File: src/hdl/ilid_pkg.sv
// Package for the indexed list block: capacity, derived widths, request and
// status codes, and the control bundle broadcast to the row of entry cells.
// No dependencies.
`default_nettype none

package ilid_pkg;

   localparam int CAPACITY = 64;
   localparam int IDX_W    = (CAPACITY > 1) ? $clog2(CAPACITY) : 1;
   localparam int CNT_W    = $clog2(CAPACITY + 1);
   localparam int CMP_W    = (CNT_W > 7) ? CNT_W : 7;
   localparam int DATA_W   = 32;
   localparam int OUT_CNT_W = 7;

   typedef enum logic [2:0] {
      REQ_READ       = 3'd0,
      REQ_INSERT_HEAD = 3'd1,
      REQ_APPEND_TAIL = 3'd2,
      REQ_INSERT_AT  = 3'd3,
      REQ_DELETE_AT  = 3'd4
   } req_code_type;

   typedef enum logic [1:0] {
      ST_DONE  = 2'd0,
      ST_RANGE = 2'd1,
      ST_FULL  = 2'd2
   } status_type;

   // Broadcast to every cell in the cycle a request is transferred.
   typedef struct packed {
      logic              ins;
      logic              del;
      logic              rd;
      logic [CNT_W-1:0]  at;
      logic [CNT_W-1:0]  len;
      logic [DATA_W-1:0] val;
   } cell_ctrl_type;

endpackage

`default_nettype wire

File: src/hdl/ilid_cell.sv
// One entry cell of the indexed list: holds a single value and takes it from
// the request, from its lower neighbor or from its upper neighbor. Uses ilid_pkg.
`default_nettype none

module ilid_cell (
   input  wire logic                          clock,
   input  wire ilid_pkg::cell_ctrl_type       ctrl,
   input  wire logic [ilid_pkg::CNT_W-1:0]    cell_index,
   input  wire logic [ilid_pkg::DATA_W-1:0]   prev_data,
   input  wire logic [ilid_pkg::DATA_W-1:0]   next_data,
   output logic      [ilid_pkg::DATA_W-1:0]   data,
   output logic      [ilid_pkg::DATA_W-1:0]   read_data
);

   logic [ilid_pkg::DATA_W-1:0] data_ff;
   logic [ilid_pkg::DATA_W-1:0] data_in;
   logic [ilid_pkg::CNT_W-1:0]  index_plus1;

   assign index_plus1 = cell_index + ilid_pkg::CNT_W'(1);

   always_comb begin
      data_in = data_ff;
      if (ctrl.ins) begin
         if (cell_index == ctrl.at) begin
            data_in = ctrl.val;
         end else if (cell_index > ctrl.at && cell_index <= ctrl.len) begin
            data_in = prev_data;
         end
      end else if (ctrl.del) begin
         if (cell_index >= ctrl.at && index_plus1 < ctrl.len) begin
            data_in = next_data;
         end
      end
   end

   always_ff @(posedge clock) begin
      data_ff <= data_in;
   end

   assign data      = data_ff;
   assign read_data = (ctrl.rd && cell_index == ctrl.at) ? data_ff : '0;

endmodule

`default_nettype wire

File: config.mk
export PLATFORM = sky130hd
export DESIGN_NAME = ilid_cell
export DESIGN_NICKNAME = d
export VERILOG_FILES = /design/src/hdl/ilid_pkg.sv /design/src/hdl/ilid_cell.sv
export SDC_FILE = /design/constraint.sdc
export NUM_CORES = 1
export LEC_CHECK = 0
export BUFFER_PORTS_ARGS = -buffer_cell sky130_fd_sc_hd__clkbuf_2
export CORE_ASPECT_RATIO = 1.75
export CORE_MARGIN = 2
export CORE_UTILIZATION = 44
export DETAILED_ROUTE_END_ITERATION = 8
export GPL_TIMING_DRIVEN = 0
export PLACE_DENSITY = 0.85
export SLEW_MARGIN = 20
export SYNTH_ARGS = -nofsm -noshare
export SYNTH_HDL_FRONTEND = slang
export SYNTH_SLANG_ARGS = --single-unit
File: constraint.sdc
create_clock -name clock -period 3.7 [get_ports clock]
set_input_delay 0.555 -clock clock [delete_from_list [all_inputs] [get_ports clock]]
set_output_delay 0.555 -clock clock [all_outputs]
set_load 0.02 [all_outputs]
==> flow_summary.ini <==
[power_and_ir_drop]
clkPwrFrac = 0.235
p_sw_frac = 0.314
power_switching_uw = 330
powerDensity_nw_per_um2 = 299
ir_drop_v = 0.000192
pwr-share-comb = 0.300
p_leak_uw = 0.00187
finalPower_uw = 1050
pwr-share-seq = 0.465
p_int_uw = 722

[clock_network]
cts_inserted_buffers = 5
cts_sinks = 32
cts.repair.resized = 0
hold_buffers = 0
clk_pin_slew_ns = 0.07
cts_root_buf = clkbuf_8
postCtsSetupRepairBufs = 0
cts_max_path_buffers = 2
htree_num_levels = 2
cts_tree = built

[critical_path]
crit_type = in2reg
critPathMaxStageDelay_ns = 0.78
path_buf_inv = 1
worst_path_dominant_cell_family = compound AO/OA/AOI/OAI gates
crit_path_end_kind = register
worstPathArrival_ns = 2.88
cp_slowest_cell = o221a_2
cp-start-kind = primary input
critPathRequiredTime_ns = 3.60
path_cells = clkbuf_2, ha_1, and3_1, nand3_1, xnor2_1, ha_1, nand3_1, nand4b_1, a41oi_1, o221a_2
crit_fanout = 32

[sta]
rsz0062_at_grt = false
fin_crit_ns = 2.98
hold_violations = 0
setup_viol = 0
clock.fmax_ghz = 0.336
slew_violations = 0
setup_tns_ns = 0
period_share = 0.804
relSlewSlack = 0.461
tightest_slew_ns = 0.808

[yosys]
synth_seq_area_share = 0.394
yosys.area.top_type = edfxtp_1
ys_seq_elements = 32
syn_area_per_cell_um2 = 9.63
syn_area_um2 = 2440
post-synth-top-area-fraction = 0.394
syn_nets = 396
synth_cell_types = 28
synthCells = 253
synth_warnings = 0
synth_area_leaders = edfxtp_1 (39%), mux2i_1 (13%), ha_1 (11%)

[grt]
antenna_found_initial = 0
track_usage = 0.237
grt_pass1_vias = 2433
grt_start_max_net_pins = 33
gr-total-overflow = 0
grt_pass1_wl_um = 10900

[die]
start_util = 0.460
fp.dieW_um = 60.2
rows = 35
core_um2 = 5300
io_pins = 185
die_h_um = 102
die-area_um2 = 6170

[placement]
dp_hpwl_um = 6490
gp_congestion = 0.803
portBuffers = 183

[routing]
wire_per_inst_um = 14.7
via_count = 2602
drt_iter0_markers = 95
drcViolationCount = 0
vias_per_cell = 5.02
drtAntennaViolNets = 0
drtPass1Iterations = 4
finalWirelength_um = 7640

[final_layout]
diodes = 0
fin_nets = 586
drive_above_1_share = 0.444
syn2layout_area_growth_pct = 44.7
largest_reg_flops = 32

[min_path]
min_path_type = in2reg

[run]
drv_cap = 0

[status]
status = finished clean
-- placed cells by master, fill, tap and decap left out, types with 3 or more instances in the layout --
cell / count
nand3_1: 6
xnor2_1: 3
o21ai_0: 3
clkbuf_1: 9
clkbuf_2: 186
a21oi_1: 37
clkbuf_8: 5
buf_1: 3
ha_1: 22
mux2i_1: 32
and3_1: 34
inv_1: 13
nor2_1: 35
nand2_1: 3
edfxtp_1: 32
a21o_1: 4
-- power by group through the flow --
| stage | registers, uW | clock network [uW] | logic [uW] |
|---|---|---|---|
| after global routing | 493 | 271 | 346 |
| final | 490 | 247 | 316 |
| after CTS | 489 | 256 | 318 |
| after global placement | 495 | 0 | 307 |
| after floorplan | 552 | 0 | 108 |
| after detailed placement | 497 | 0 | 317 |
-- cells in the mapped netlist --
| cell type | count |
|---|---|
| xnor2_1 | 3 |
| ha_1 | 22 |
| nor2_2 | 1 |
| buf_1 | 3 |
| nand2b_1 | 1 |
| buf_6 | 2 |
| a41oi_1 | 1 |
| clkbuf_1 | 7 |
| edfxtp_1 | 32 |
| nand4b_1 | 1 |
| nor2_1 | 35 |
| xor2_1 | 2 |
| and3_1 | 34 |
| clkbuf_2 | 3 |
| nor3_1 | 1 |
| a211oi_1 | 1 |
| o21ai_0 | 3 |
| a21o_1 | 4 |
| a21oi_1 | 37 |
| nand4_1 | 2 |
| o221a_2 | 1 |
| buf_4 | 1 |
| nand3_1 | 6 |
| nand3b_1 | 1 |
| nand2_1 | 3 |
| buf_8 | 1 |
| inv_1 | 13 |
| mux2i_1 | 32 |
-- worst paths after layout --
check	from	end	cells past startpoint
worst min-delay path	next_data[12]	data[12]$_DFFE_PP_	3
worst max-delay path	cell_index[1]	data[9]$_DFFE_PP_	10
-- metal layers --
layer	GRT usage	vias to the layer above	wire length, um
met5	0	-	0
met4	0.103	0	187
met3	0.0392	18	437
met2	0.435	122	4310
met1	0.255	1164	2710
li1	-	1298	-
-- logic make-up (layout without fill, tap and decap cells) --
| family | after synthesis | after routing | synth area share |
|---|---|---|---|
| simple gates | 85 | 85 | 0.177 |
| compound gates | 47 | 47 | 0.106 |
| mux | 32 | 32 | 0.131 |
| flops | 32 | 32 | 0.394 |
| buf+inv | 30 | 221 | 0.0601 |
| fa+ha+maj | 22 | 22 | 0.113 |
| xor+xnor | 5 | 5 | 0.0180 |
-- stage by stage --
stage | hold WS (ns) | util | setup slack [ns] | std cells | area, um^2
final | 0.602 | 0.665 | 0.724 | 518 | 3520
after global routing | 0.608 | 0.665 | 0.540 | 518 | 3520
after CTS | 0.589 | 0.665 | 0.710 | 518 | 3520
after detailed placement | 0.880 | 0.650 | 0.425 | 510 | 3440
after global placement | 0.870 | 0.650 | 0.520 | 510 | 3440
after floorplan | 0.781 | - | 0.990 | 253 | 2440
-- tightest hold or removal path: stages --
cell and delay, ns:
clkbuf_2 0.07, nor2_1 0.03, a21oi_1 0.10
-- cell type report --
type / instances / area (um^2)
multi-input cells: 191 / 1330
fillers: 465 / 1770
flip-flops and latches: 32 / 961
inverters: 13 / 48.8
well taps: 74 / 92.6
plain buffers: 17 / 97.6
clock inverters: 1 / 3.75
repair buffers: 183 / 916
clock buffers: 7 / 76.3
Note: power is estimated with default switching activity, not from simulation.
